$ cat config.mk
export PLATFORM = sky130hd
export DESIGN_NAME = bfd_echo_frame_generator_top
export DESIGN_NICKNAME = d
export VERILOG_FILES = /design/src/hw/rtl/bfd_pkg.sv /design/src/hw/rtl/bfd_fifo.sv /design/src/hw/rtl/bfd_front.sv /design/src/hw/rtl/bfd_back.sv /design/src/hw/rtl/bfd_echo_frame_generator_top.sv
export SDC_FILE = /design/constraint.sdc
export NUM_CORES = 2
export LEC_CHECK = 0
export BUFFER_PORTS_ARGS = -buffer_cell sky130_fd_sc_hd__buf_2
export CELL_PAD_IN_SITES_DETAIL_PLACEMENT = 1
export CELL_PAD_IN_SITES_GLOBAL_PLACEMENT = 1
export CORE_MARGIN = 10
export CORE_UTILIZATION = 48
export DETAILED_ROUTE_END_ITERATION = 6
export PLACE_DENSITY = 0.79
export REMOVE_ABC_BUFFERS = 1
export SLEW_MARGIN = 20
export SYNTH_ARGS = -nofsm -noshare
export SYNTH_HDL_FRONTEND = slang
export SYNTH_SLANG_ARGS = --single-unit
export TNS_END_PERCENT = 5
$ cat constraint.sdc
create_clock -name clk -period 8 [get_ports clk]
set_input_delay 0.4 -clock clk [delete_from_list [all_inputs] [get_ports clk]]
set_output_delay 0.4 -clock clk [all_outputs]
set_load 0.03 [all_outputs]
$ cat src/hw/rtl/bfd_pkg.sv
// Shared types, register codes, frame constants and checksum helper for the echo generator.
`default_nettype none

package bfd_pkg;

  // Configuration register indexes
  typedef enum logic [3:0] {
    REG_DEST_MAC      = 4'd0,
    REG_SOURCE_MAC    = 4'd1,
    REG_ADDR_HIGH     = 4'd2,
    REG_ADDR_LOW      = 4'd3,
    REG_MY_DISC       = 4'd4,
    REG_ADV_INTERVALS = 4'd5,
    REG_ECHO_INTERVAL = 4'd6,
    REG_CONTROL       = 4'd7
  } reg_index_t;

  localparam int CfgIndexW = 4;
  localparam int CfgDataW  = 64;
  localparam int NonceW    = 32;

  // Default depth of the job queue between front and back
  localparam int QueueDepth = 2;

  // Control register bits
  localparam int CtrlIpv6Bit   = 8;
  localparam int CtrlEnableBit = 9;

  // Frame constants
  localparam logic [15:0] EtherTypeV4 = 16'h0800;
  localparam logic [15:0] EtherTypeV6 = 16'h86dd;
  localparam logic [7:0]  V4VerIhl    = 8'h45;
  localparam logic [7:0]  V4Tos       = 8'hc0;
  localparam logic [7:0]  V6FirstByte = 8'h6c;
  localparam logic [7:0]  HopLimit    = 8'd255;
  localparam logic [7:0]  ProtoUdp    = 8'd17;
  localparam logic [15:0] EchoPort    = 16'd3785;
  localparam logic [15:0] UdpLen      = 16'd32;
  localparam logic [15:0] V4TotalLen  = 16'd52;
  localparam logic [7:0]  BfdVersByte = 8'h20;
  localparam logic [7:0]  BfdFlags    = 8'hc0;
  localparam logic [7:0]  BfdLen      = 8'd24;
  localparam logic [15:0] UdpZeroSum  = 16'hffff;

  // Fixed part of the UDP sum: pseudo-header length and protocol, both ports, UDP length
  localparam logic [15:0] UdpConstSum =
    16'(int'(UdpLen) + int'(ProtoUdp) + 2 * int'(EchoPort) + int'(UdpLen));
  // Fixed part of the IPv4 header sum
  localparam logic [20:0] V4HdrConstSum =
    21'(int'({V4VerIhl, V4Tos}) + int'(V4TotalLen) + int'({HopLimit, ProtoUdp}));

  // Frame layout in 64-bit words
  localparam int FrameWords = 11;
  localparam int FrameBits  = FrameWords * 64;
  localparam logic [3:0] LastWordV4 = 4'd8;
  localparam logic [3:0] LastWordV6 = 4'd10;
  localparam logic [3:0] TailBytesV4 = 4'd2;
  localparam logic [3:0] TailBytesV6 = 4'd6;
  localparam logic [3:0] FullBytes   = 4'd8;

  typedef struct packed {
    logic [47:0] dest_mac;
    logic [47:0] source_mac;
    logic [63:0] local_addr_high;
    logic [63:0] local_addr_low;
    logic [31:0] my_discriminator;
    logic [63:0] advertised_intervals;
    logic [31:0] echo_interval_us;
    logic [9:0]  control;
  } cfg_t;

  typedef struct packed {
    logic [63:0] now_us;
    logic        session_up;
    logic        dest_mac_valid;
  } in_item_t;

  typedef struct packed {
    logic [63:0] frame_word;
    logic [3:0]  valid_bytes;
    logic        last_word;
    logic [31:0] frame_nonce;
  } out_item_t;

  // Fold a sum of 16-bit words into a ones-complement checksum
  function automatic logic [15:0] csum_fold(input logic [20:0] s);
    logic [16:0] s1;
    logic [15:0] s2;
    s1 = 17'(s[15:0]) + 17'(s[20:16]);
    s2 = s1[15:0] + 16'(s1[16]);
    return ~s2;
  endfunction

endpackage

`default_nettype wire

$ cat src/hw/rtl/bfd_fifo.sv
// Short job queue carrying echo nonces from the front to the back.
`default_nettype none

module bfd_fifo #(
  parameter int Depth = bfd_pkg::QueueDepth
) (
  input  wire logic                       clk,
  input  wire logic                       rst,
  input  wire logic                       push,
  input  wire logic [bfd_pkg::NonceW-1:0] push_data,
  output logic                            full,
  output logic                            pop_valid,
  input  wire logic                       pop_ready,
  output logic [bfd_pkg::NonceW-1:0]      pop_data
);

  localparam int PtrW   = (Depth > 1) ? $clog2(Depth) : 1;
  localparam int CountW = $clog2(Depth + 1);

  logic [bfd_pkg::NonceW-1:0] mem [Depth];
  logic [PtrW-1:0]            wr_ptr;
  logic [PtrW-1:0]            rd_ptr;
  logic [CountW-1:0]          count;
  logic                       pop;

  assign full      = (count == CountW'(Depth));
  assign pop_valid = (count != '0);
  assign pop       = pop_valid && pop_ready;
  assign pop_data  = mem[rd_ptr];

  // Store pushed nonces
  always_ff @(posedge clk) begin
    if (push) begin
      mem[wr_ptr] <= push_data;
    end
  end

  // Advance pointers and occupancy
  always_ff @(posedge clk) begin
    if (rst) begin
      wr_ptr <= '0;
      rd_ptr <= '0;
      count  <= '0;
    end else begin
      if (push) begin
        wr_ptr <= (wr_ptr == PtrW'(Depth - 1)) ? '0 : wr_ptr + 1'b1;
      end
      if (pop) begin
        rd_ptr <= (rd_ptr == PtrW'(Depth - 1)) ? '0 : rd_ptr + 1'b1;
      end
      if (push && !pop) begin
        count <= count + 1'b1;
      end else if (pop && !push) begin
        count <= count - 1'b1;
      end
    end
  end

  a_no_overflow: assert property (@(posedge clk) disable iff (rst) !(push && full))
    else $error("job queue written while full");
  a_count_bound: assert property (@(posedge clk) disable iff (rst)
    count <= CountW'(Depth) && (pop_valid || !pop))
    else $error("job queue occupancy out of range");

endmodule

`default_nettype wire

$ cat src/hw/rtl/bfd_front.sv
// Front: configuration registers, tick acceptance, due-time check and nonce scheduling.
`default_nettype none

module bfd_front (
  input  wire logic                          clk,
  input  wire logic                          rst,
  input  wire logic                          in_valid,
  output logic                               in_ready,
  input  wire bfd_pkg::in_item_t             in_item,
  input  wire logic                          cfg_valid,
  output logic                               cfg_ready,
  input  wire logic [bfd_pkg::CfgIndexW-1:0] cfg_index,
  input  wire logic [bfd_pkg::CfgDataW-1:0]  cfg_data,
  output bfd_pkg::cfg_t                      cfg,
  output logic                               push,
  output logic [bfd_pkg::NonceW-1:0]         push_nonce,
  input  wire logic                          full
);

  logic [63:0]                next_due_time;
  logic [bfd_pkg::NonceW-1:0] nonce_counter;
  logic                       accept;
  logic                       due;

  assign cfg_ready = 1'b1;
  assign in_ready  = !full;
  assign accept    = in_valid && in_ready;

  // Classify the tick: send only when enabled, running, up, MAC known and due
  assign due = cfg.control[bfd_pkg::CtrlEnableBit]
            && (cfg.echo_interval_us != '0)
            && in_item.session_up
            && in_item.dest_mac_valid
            && (in_item.now_us >= next_due_time);

  assign push       = accept && due;
  assign push_nonce = nonce_counter + 1'b1;

  // Write configuration registers; drop unknown indexes
  always_ff @(posedge clk) begin
    if (rst) begin
      cfg <= '0;
    end else if (cfg_valid && cfg_ready) begin
      case (bfd_pkg::reg_index_t'(cfg_index))
        bfd_pkg::REG_DEST_MAC:      cfg.dest_mac             <= cfg_data[47:0];
        bfd_pkg::REG_SOURCE_MAC:    cfg.source_mac           <= cfg_data[47:0];
        bfd_pkg::REG_ADDR_HIGH:     cfg.local_addr_high      <= cfg_data;
        bfd_pkg::REG_ADDR_LOW:      cfg.local_addr_low       <= cfg_data;
        bfd_pkg::REG_MY_DISC:       cfg.my_discriminator     <= cfg_data[31:0];
        bfd_pkg::REG_ADV_INTERVALS: cfg.advertised_intervals <= cfg_data;
        bfd_pkg::REG_ECHO_INTERVAL: cfg.echo_interval_us     <= cfg_data[31:0];
        bfd_pkg::REG_CONTROL:       cfg.control              <= cfg_data[9:0];
        default: ;
      endcase
    end
  end

  // Schedule the next echo and advance the nonce
  always_ff @(posedge clk) begin
    if (rst) begin
      next_due_time <= '0;
      nonce_counter <= '0;
    end else if (push) begin
      next_due_time <= in_item.now_us + 64'(cfg.echo_interval_us);
      nonce_counter <= push_nonce;
    end
  end

  a_nonce_step: assert property (@(posedge clk) disable iff (rst)
    push |=> (nonce_counter == $past(nonce_counter) + 32'd1))
    else $error("nonce did not advance by one on an echo");

endmodule

`default_nettype wire

$ cat src/hw/rtl/bfd_back.sv
// Back: checksum sequencer and frame serialiser with a registered output stage.
`default_nettype none

module bfd_back (
  input  wire logic                       clk,
  input  wire logic                       rst,
  input  wire bfd_pkg::cfg_t              cfg,
  input  wire logic                       job_valid,
  output logic                            job_ready,
  input  wire logic [bfd_pkg::NonceW-1:0] job_nonce,
  output logic                            out_valid,
  input  wire logic                       out_ready,
  output bfd_pkg::out_item_t              out_item
);

  typedef enum logic [3:0] {
    CS_IDLE = 4'b0001,
    CS_SUM  = 4'b0010,
    CS_FOLD = 4'b0100,
    CS_DONE = 4'b1000
  } cs_state_t;

  typedef struct packed {
    logic [bfd_pkg::NonceW-1:0] nonce;
    logic [15:0]                ip_csum;
    logic [15:0]                udp_csum;
  } frame_info_t;

  localparam int NumTerms  = 28;
  localparam int TermsStep = 4;
  localparam logic [2:0] LastStep = 3'(NumTerms / TermsStep - 1);
  localparam int FrameBits_W = bfd_pkg::FrameBits;

  cs_state_t   cs_state;
  logic [2:0]  step;
  logic [20:0] acc;
  logic [20:0] ip_acc;
  frame_info_t cs_info;
  logic [15:0] udp_fold;

  logic        active;
  logic [3:0]  widx;
  frame_info_t cur;
  logic        load_ser;
  logic        advance;
  logic        is_last;

  logic               ipv6;
  logic [15:0]        addr_words [8];
  logic [15:0]        terms [NumTerms];
  logic [20:0]        step_sum;
  logic [191:0]       payload;
  logic [FrameBits_W-1:0] frame;
  logic [63:0]        words [bfd_pkg::FrameWords];

  assign ipv6 = cfg.control[bfd_pkg::CtrlIpv6Bit];

  // Gather the UDP checksum terms; source and destination addresses are equal
  always_comb begin
    if (ipv6) begin
      addr_words[0] = cfg.local_addr_high[63:48];
      addr_words[1] = cfg.local_addr_high[47:32];
      addr_words[2] = cfg.local_addr_high[31:16];
      addr_words[3] = cfg.local_addr_high[15:0];
      addr_words[4] = cfg.local_addr_low[63:48];
      addr_words[5] = cfg.local_addr_low[47:32];
    end else begin
      addr_words[0] = '0;
      addr_words[1] = '0;
      addr_words[2] = '0;
      addr_words[3] = '0;
      addr_words[4] = '0;
      addr_words[5] = '0;
    end
    addr_words[6] = cfg.local_addr_low[31:16];
    addr_words[7] = cfg.local_addr_low[15:0];
    for (int i = 0; i < 8; i++) begin
      terms[i]     = addr_words[i];
      terms[i + 8] = addr_words[i];
    end
    terms[16] = bfd_pkg::UdpConstSum;
    terms[17] = {bfd_pkg::BfdVersByte, bfd_pkg::BfdFlags};
    terms[18] = {cfg.control[7:0], bfd_pkg::BfdLen};
    terms[19] = cfg.my_discriminator[31:16];
    terms[20] = cfg.my_discriminator[15:0];
    terms[21] = cfg.advertised_intervals[63:48];
    terms[22] = cfg.advertised_intervals[47:32];
    terms[23] = cfg.advertised_intervals[31:16];
    terms[24] = cfg.advertised_intervals[15:0];
    terms[25] = cs_info.nonce[31:16];
    terms[26] = cs_info.nonce[15:0];
    terms[27] = '0;
  end

  // Add four terms per step
  always_comb begin
    logic [4:0] base;
    base     = {step, 2'b00};
    step_sum = acc;
    for (int j = 0; j < TermsStep; j++) begin
      step_sum = step_sum + 21'(terms[base + 5'(j)]);
    end
  end

  assign udp_fold  = bfd_pkg::csum_fold(acc);
  assign job_ready = (cs_state == CS_IDLE);
  assign load_ser  = (cs_state == CS_DONE) && !active;

  // Run the checksum sequence for one job, then hold the result for the serialiser
  always_ff @(posedge clk) begin
    if (rst) begin
      cs_state <= CS_IDLE;
      step     <= '0;
    end else begin
      case (cs_state)
        CS_IDLE: begin
          if (job_valid) begin
            cs_state <= CS_SUM;
            step     <= '0;
          end
        end
        CS_SUM: begin
          if (step == LastStep) begin
            cs_state <= CS_FOLD;
          end
          step <= step + 1'b1;
        end
        CS_FOLD: cs_state <= CS_DONE;
        CS_DONE: begin
          if (load_ser) begin
            cs_state <= CS_IDLE;
          end
        end
        default: cs_state <= CS_IDLE;
      endcase
    end
  end

  // Checksum datapath
  always_ff @(posedge clk) begin
    case (cs_state)
      CS_IDLE: begin
        acc           <= '0;
        cs_info.nonce <= job_nonce;
        ip_acc        <= bfd_pkg::V4HdrConstSum
                       + 21'({cfg.local_addr_low[31:16], 1'b0})
                       + 21'({cfg.local_addr_low[15:0], 1'b0});
      end
      CS_SUM: acc <= step_sum;
      CS_FOLD: begin
        cs_info.ip_csum  <= bfd_pkg::csum_fold(ip_acc);
        cs_info.udp_csum <= (udp_fold == '0) ? bfd_pkg::UdpZeroSum : udp_fold;
      end
      default: ;
    endcase
  end

  // Build the frame image, first wire byte at the top
  assign payload = {bfd_pkg::BfdVersByte, bfd_pkg::BfdFlags, cfg.control[7:0],
                    bfd_pkg::BfdLen, cfg.my_discriminator, 32'h0,
                    cfg.advertised_intervals, cur.nonce};

  always_comb begin
    if (ipv6) begin
      frame = {cfg.dest_mac, cfg.source_mac, bfd_pkg::EtherTypeV6,
               bfd_pkg::V6FirstByte, 24'h0, bfd_pkg::UdpLen,
               bfd_pkg::ProtoUdp, bfd_pkg::HopLimit,
               cfg.local_addr_high, cfg.local_addr_low,
               cfg.local_addr_high, cfg.local_addr_low,
               bfd_pkg::EchoPort, bfd_pkg::EchoPort, bfd_pkg::UdpLen,
               cur.udp_csum, payload, 16'h0};
    end else begin
      frame = {cfg.dest_mac, cfg.source_mac, bfd_pkg::EtherTypeV4,
               bfd_pkg::V4VerIhl, bfd_pkg::V4Tos, bfd_pkg::V4TotalLen, 32'h0,
               bfd_pkg::HopLimit, bfd_pkg::ProtoUdp, cur.ip_csum,
               cfg.local_addr_low[31:0], cfg.local_addr_low[31:0],
               bfd_pkg::EchoPort, bfd_pkg::EchoPort, bfd_pkg::UdpLen,
               cur.udp_csum, payload, 176'h0};
    end
  end

  for (genvar k = 0; k < bfd_pkg::FrameWords; k++) begin : g_words
    assign words[k] = frame[FrameBits_W - 1 - 64 * k -: 64];
  end

  assign is_last = (widx == (ipv6 ? bfd_pkg::LastWordV6 : bfd_pkg::LastWordV4));
  assign advance = active && (!out_valid || out_ready);

  // Serialise the frame word by word into the output register
  always_ff @(posedge clk) begin
    if (rst) begin
      active    <= 1'b0;
      widx      <= '0;
      out_valid <= 1'b0;
    end else begin
      if (load_ser) begin
        active <= 1'b1;
        widx   <= '0;
      end else if (advance) begin
        if (is_last) begin
          active <= 1'b0;
        end else begin
          widx <= widx + 1'b1;
        end
      end
      if (advance) begin
        out_valid <= 1'b1;
      end else if (out_ready) begin
        out_valid <= 1'b0;
      end
    end
  end

  // Latch frame info and output payload
  always_ff @(posedge clk) begin
    if (load_ser) begin
      cur <= cs_info;
    end
    if (advance) begin
      out_item.frame_word  <= words[widx];
      out_item.last_word   <= is_last;
      out_item.frame_nonce <= cur.nonce;
      out_item.valid_bytes <= !is_last ? bfd_pkg::FullBytes
                            : (ipv6 ? bfd_pkg::TailBytesV6 : bfd_pkg::TailBytesV4);
    end
  end

  a_tail_bytes: assert property (@(posedge clk) disable iff (rst)
    (out_valid && out_item.last_word) |->
      (out_item.valid_bytes == bfd_pkg::TailBytesV4
       || out_item.valid_bytes == bfd_pkg::TailBytesV6))
    else $error("last word carries a wrong byte count");
  a_handoff: assert property (@(posedge clk) disable iff (rst)
    load_ser |=> (active && widx == '0 && cs_state == CS_IDLE))
    else $error("checksum result not handed to the serialiser");

endmodule

`default_nettype wire

$ cat src/hw/rtl/bfd_echo_frame_generator_top.sv
// Top level of the echo frame generator: front, job queue and back.
//
//   channel | direction | handshake               | payload
//   --------+-----------+-------------------------+------------------------------
//   in      | in        | in_valid / in_ready     | in_item  (now_us, flags)
//   out     | out       | out_valid / out_ready   | out_item (one frame word)
//   cfg     | in        | cfg_valid / cfg_ready   | cfg_index, cfg_data
//
// A tick is taken whenever the job queue is not full. A tick that sends an echo
// yields 9 (IPv4) or 11 (IPv6) words; the serialiser emits one word a cycle
// while the output is not stalled, with a load step between frames.
// The checksum unit adds four terms a cycle (7 steps plus load and fold) while
// the previous frame is still going out.
// Reset is synchronous and clears the configuration, schedule and control
// registers, not the data registers; cfg_ready is always high. A stalled output
// holds its word; the job queue lets ticks keep arriving until it fills.
`default_nettype none

module bfd_echo_frame_generator_top #(
  parameter int QueueDepth = bfd_pkg::QueueDepth
) (
  input  wire logic                          clk,
  input  wire logic                          rst,
  input  wire logic                          in_valid,
  output logic                               in_ready,
  input  wire bfd_pkg::in_item_t             in_item,
  output logic                               out_valid,
  input  wire logic                          out_ready,
  output bfd_pkg::out_item_t                 out_item,
  input  wire logic                          cfg_valid,
  output logic                               cfg_ready,
  input  wire logic [bfd_pkg::CfgIndexW-1:0] cfg_index,
  input  wire logic [bfd_pkg::CfgDataW-1:0]  cfg_data
);

  bfd_pkg::cfg_t              cfg;
  logic                       push;
  logic [bfd_pkg::NonceW-1:0] push_nonce;
  logic                       full;
  logic                       job_valid;
  logic                       job_ready;
  logic [bfd_pkg::NonceW-1:0] job_nonce;

  bfd_front u_front (
    .clk        (clk),
    .rst        (rst),
    .in_valid   (in_valid),
    .in_ready   (in_ready),
    .in_item    (in_item),
    .cfg_valid  (cfg_valid),
    .cfg_ready  (cfg_ready),
    .cfg_index  (cfg_index),
    .cfg_data   (cfg_data),
    .cfg        (cfg),
    .push       (push),
    .push_nonce (push_nonce),
    .full       (full)
  );

  bfd_fifo #(
    .Depth (QueueDepth)
  ) u_fifo (
    .clk       (clk),
    .rst       (rst),
    .push      (push),
    .push_data (push_nonce),
    .full      (full),
    .pop_valid (job_valid),
    .pop_ready (job_ready),
    .pop_data  (job_nonce)
  );

  bfd_back u_back (
    .clk       (clk),
    .rst       (rst),
    .cfg       (cfg),
    .job_valid (job_valid),
    .job_ready (job_ready),
    .job_nonce (job_nonce),
    .out_valid (out_valid),
    .out_ready (out_ready),
    .out_item  (out_item)
  );

endmodule

`default_nettype wire

==> impl_metrics.json <==
{
  "drive_gt1_share_pct": 12.1,
  "slowest_stage": "nand2_1",
  "dieArea_um2": 104000,
  "status": "complete, no violations",
  "clkSinkCount": 806,
  "seq_power_share_pct": 45.3,
  "gp_congestion": 0.957,
  "max-slew-margin-rel_pct": 17.1,
  "synthSimpleGateAreaFrac_pct": 16.3,
  "fin_skew_ps": 29.8,
  "grt_setup_unrepaired": "false",
  "fin_tns_setup_ps": 0,
  "ys.warnings.count": 0,
  "synth_compound_area_share_pct": 18.5,
  "synth_fa_ha_area_share_pct": 6.67,
  "p_comb_share_pct": 12.4,
  "post-route-min-period_ps": 6280,
  "setup_viol": 0,
  "p_clk_share_pct": 42.3,
  "worst_hold_slack_ps": 16.4,
  "synth_seq_cells": 806,
  "core_area_um2": 90300,
  "muxShareOfSynthArea_pct": 5.14,
  "cts_buffers": 91,
  "clock_latency_ps": 700,
  "instances_no_fill": 6266,
  "grt_pass1_vias": 41200,
  "p_leak_nw": 17.2,
  "synth-main-ff-cell": "dfxtp_1",
  "avgRoutedWirePerCell_um": 29.5,
  "die_h_um": 322,
  "min_path_type": "in -> reg",
  "drt_iter0_markers": 4747,
  "antenna_found_initial": 15,
  "die_w_um": 322,
  "clk_pin_slew_ps": 60,
  "synth_xor_area_share_pct": 4.10,
  "grt_pass1_wl_um": 272000,
  "port_buffers": 240,
  "viasPerCell": 6.52,
  "grtUsageTotal_pct": 34.6,
  "areaGrowthSynthToFinish_pct": 12.5,
  "grt_max_degree": 145,
  "switching_share_pct": 28.9,
  "power_density_nw_per_um2": 216,
  "layout_common_cells": "nand2_1 (948), a21oi_1 (576), dfxtp_1 (468), nor2_1 (362), edfxtp_1 (331)",
  "cp_max_fo": 27,
  "critPathRequiredTime_ps": 8420,
  "fillers": 10400,
  "cpPeakStageDelay_ps": 790,
  "crit_chain": "nand2_1 > o22a_1 > fa_1 > fa_1 > fa_1 > inv_1 > ha_1 > inv_1 > fa_1 > nor2b_1 > o21ai_0 > a21oi_1 > o21a_1 > o311ai_0 > buf_4 > a311oi_1 > nor2_1 > xnor2_1 > nor2b_1",
  "path_class": "reg -> reg",
  "synth_cell_types": 95,
  "preCtsSetupSlack_ps": 1840,
  "clockRootBuffer": "clkbuf_16",
  "wl_um": 185000,
  "cts_tree": "yes",
  "intPower_mw": 7.56,
  "num_rows": 110,
  "fmax_mhz": 159,
  "postSynthAreaPerCell_um2": 8.90,
  "crit_arrival_ps": 6700,
  "crit_top_cell": "fa_1",
  "synth_area_leaders": "edfxtp_1 (23%), dfxtp_1 (22%), nand2_1 (8.1%), a21oi_1 (6.6%), ha_1 (4.3%)",
  "drtAntennaViolNets": 0,
  "total_power_mw": 10.6,
  "worstMarginPinSlew_ps": 1240,
  "yosysSeqAreaShare_pct": 44.4,
  "gr-total-overflow": 0,
  "synth_top_family_by_area": "compound AO/OA/AOI/OAI gates",
  "dpl-instance-area_um2": 45900,
  "placed_cells": 6067,
  "start_util_pct": 48.5,
  "syn-cell-area_um2": 43800,
  "ioPinCount": 243,
  "layout_commonest_cell": "nand2_1",
  "vdd_drop_max_uv": 170,
  "finalCritPeriodShare_pct": 78.5,
  "hold_violations": 0,
  "p_switching_mw": 3.08,
  "synth_edf_count": 331,
  "drc": 0,
  "async_flop_share_pct": 0,
  "first_pass_iters": 6,
  "layout_setup_ws_ps": 1720,
  "dpl.hpwl_um": 125000,
  "yosysTopAreaCell": "edfxtp_1",
  "synth_top_cell_area_share_pct": 22.7,
  "fin_nets": 5350,
  "start_kind": "flop",
  "cts_max_level": 3,
  "cts.path.max_buffers": 3,
  "max_cap_violations": 0,
  "r2r_slack_ps": 1720,
  "stdcell_area_um2": 49300,
  "drv_slew": 0,
  "worstSetupEndpointType": "flop",
  "utilization_pct": 54.6,
  "post_cts_buffers": 0,
  "route.vias.total": 40900,
  "syn_inst": 4925
}
per-layer routing:
| metal | wire, um | up-vias | track usage [%] |
|---|---|---|---|
| met2 | 81800 | 2318 | 53.9 |
| met4 | 11300 | 20 | 18.5 |
| met5 | 127 | - | 0 |
| met3 | 20000 | 633 | 8.58 |
| met1 | 71800 | 20300 | 44.0 |
| li1 | - | 17600 | - |
worst paths after layout:
path	start	to	cells past startpoint
worst max register to register	u_back.step[2]	u_back.acc[17]	19
worst max-delay path	u_back.step[2]	u_back.acc[17]	19
worst min register to register	u_back.cs_info[13]	u_back.cur[13]	0
worst min-delay path	cfg_data[37]	u_front.cfg[79]	3
registers in the layout, summed over array words and instances, names as in the netlist:
signal and cells:
u_front.nonce_counter 32, u_back.acc 21, u_back.out_item 100, u_front.cfg 362, u_back.widx 4, u_back.cur 64
u_back.active 1, u_back.out_valid 1, u_fifo.mem 64, u_back.cs_state 4, u_back.step 3, u_fifo.wr_ptr 1
u_front.next_due_time 64, u_back.cs_info 64, u_back.ip_acc 18, u_fifo.count 2, u_fifo.rd_ptr 1
Yosys cell counts (all sizes together), types with 33 or more instances:
master / count
nand2: 960
a21oi: 577
dfxtp: 475
nor2: 371
edfxtp: 331
clkbuf: 287
inv: 196
ha: 152
o21ai: 140
mux2i: 135
xor2: 111
xnor2: 94
o22ai: 85
a211oi: 75
nand3: 74
a221oi: 71
buf: 65
fa: 51
mux2: 51
a21o: 45
a22oi: 43
and3: 40
nand4: 39
nor3: 33
cells by family (layout without fill, tap and decap cells):
group / count (synthesis) / in the layout
flops: 806 / 806
compound gates: 1287 / 1287
fa+ha+maj: 203 / 203
buf+inv: 550 / 711
other cells: 2 / 6
xor+xnor: 205 / 205
simple gates: 1672 / 1672
mux: 200 / 200
timing repair:
item / CTS / global route
gates resized for setup: 0 / 0
hold buffers: 24 / 0
endpoints found under the setup margin: 0 / 0
endpoints found under the hold margin: 71 / 0
layout make-up:
cell class	count	area, um2	share of cell area, %
clock inverters	53	639	1.30
inverters	198	747	1.52
flip-flops and latches	806	19500	39.5
multi-input cells	3569	22400	45.4
clock buffers	118	2500	5.07
diodes	4	10.0	0.0203
repair buffers	342	2070	4.21
well taps	1176	1470	2.99
power groups by stage:
| stage | combinational [mW] | clock (mW) | sequential, mW |
|---|---|---|---|
| 4_1_cts | 1.29 | 4.51 | 4.79 |
| 6_report | 1.31 | 4.50 | 4.82 |
| 3_5_place_dp | 1.26 | 0 | 4.87 |
| 3_3_place_gp | 1.23 | 0 | 4.87 |
| 5_1_grt | 1.40 | 4.68 | 4.81 |
| 2_1_floorplan | 0.739 | 0 | 4.72 |
critical path: cells and delay by family (launching register included):
family	cells	cell delay, ps
adder cells (fa/ha/maj)	5	2010
buffers and inverters	3	320
AO/OA/AOI/OAI	6	1550
XOR/XNOR	1	150
flip-flops	1	750
AND/OR/NAND/NOR	4	1220
No activity file was read; power rests on OpenSTA's default activity.
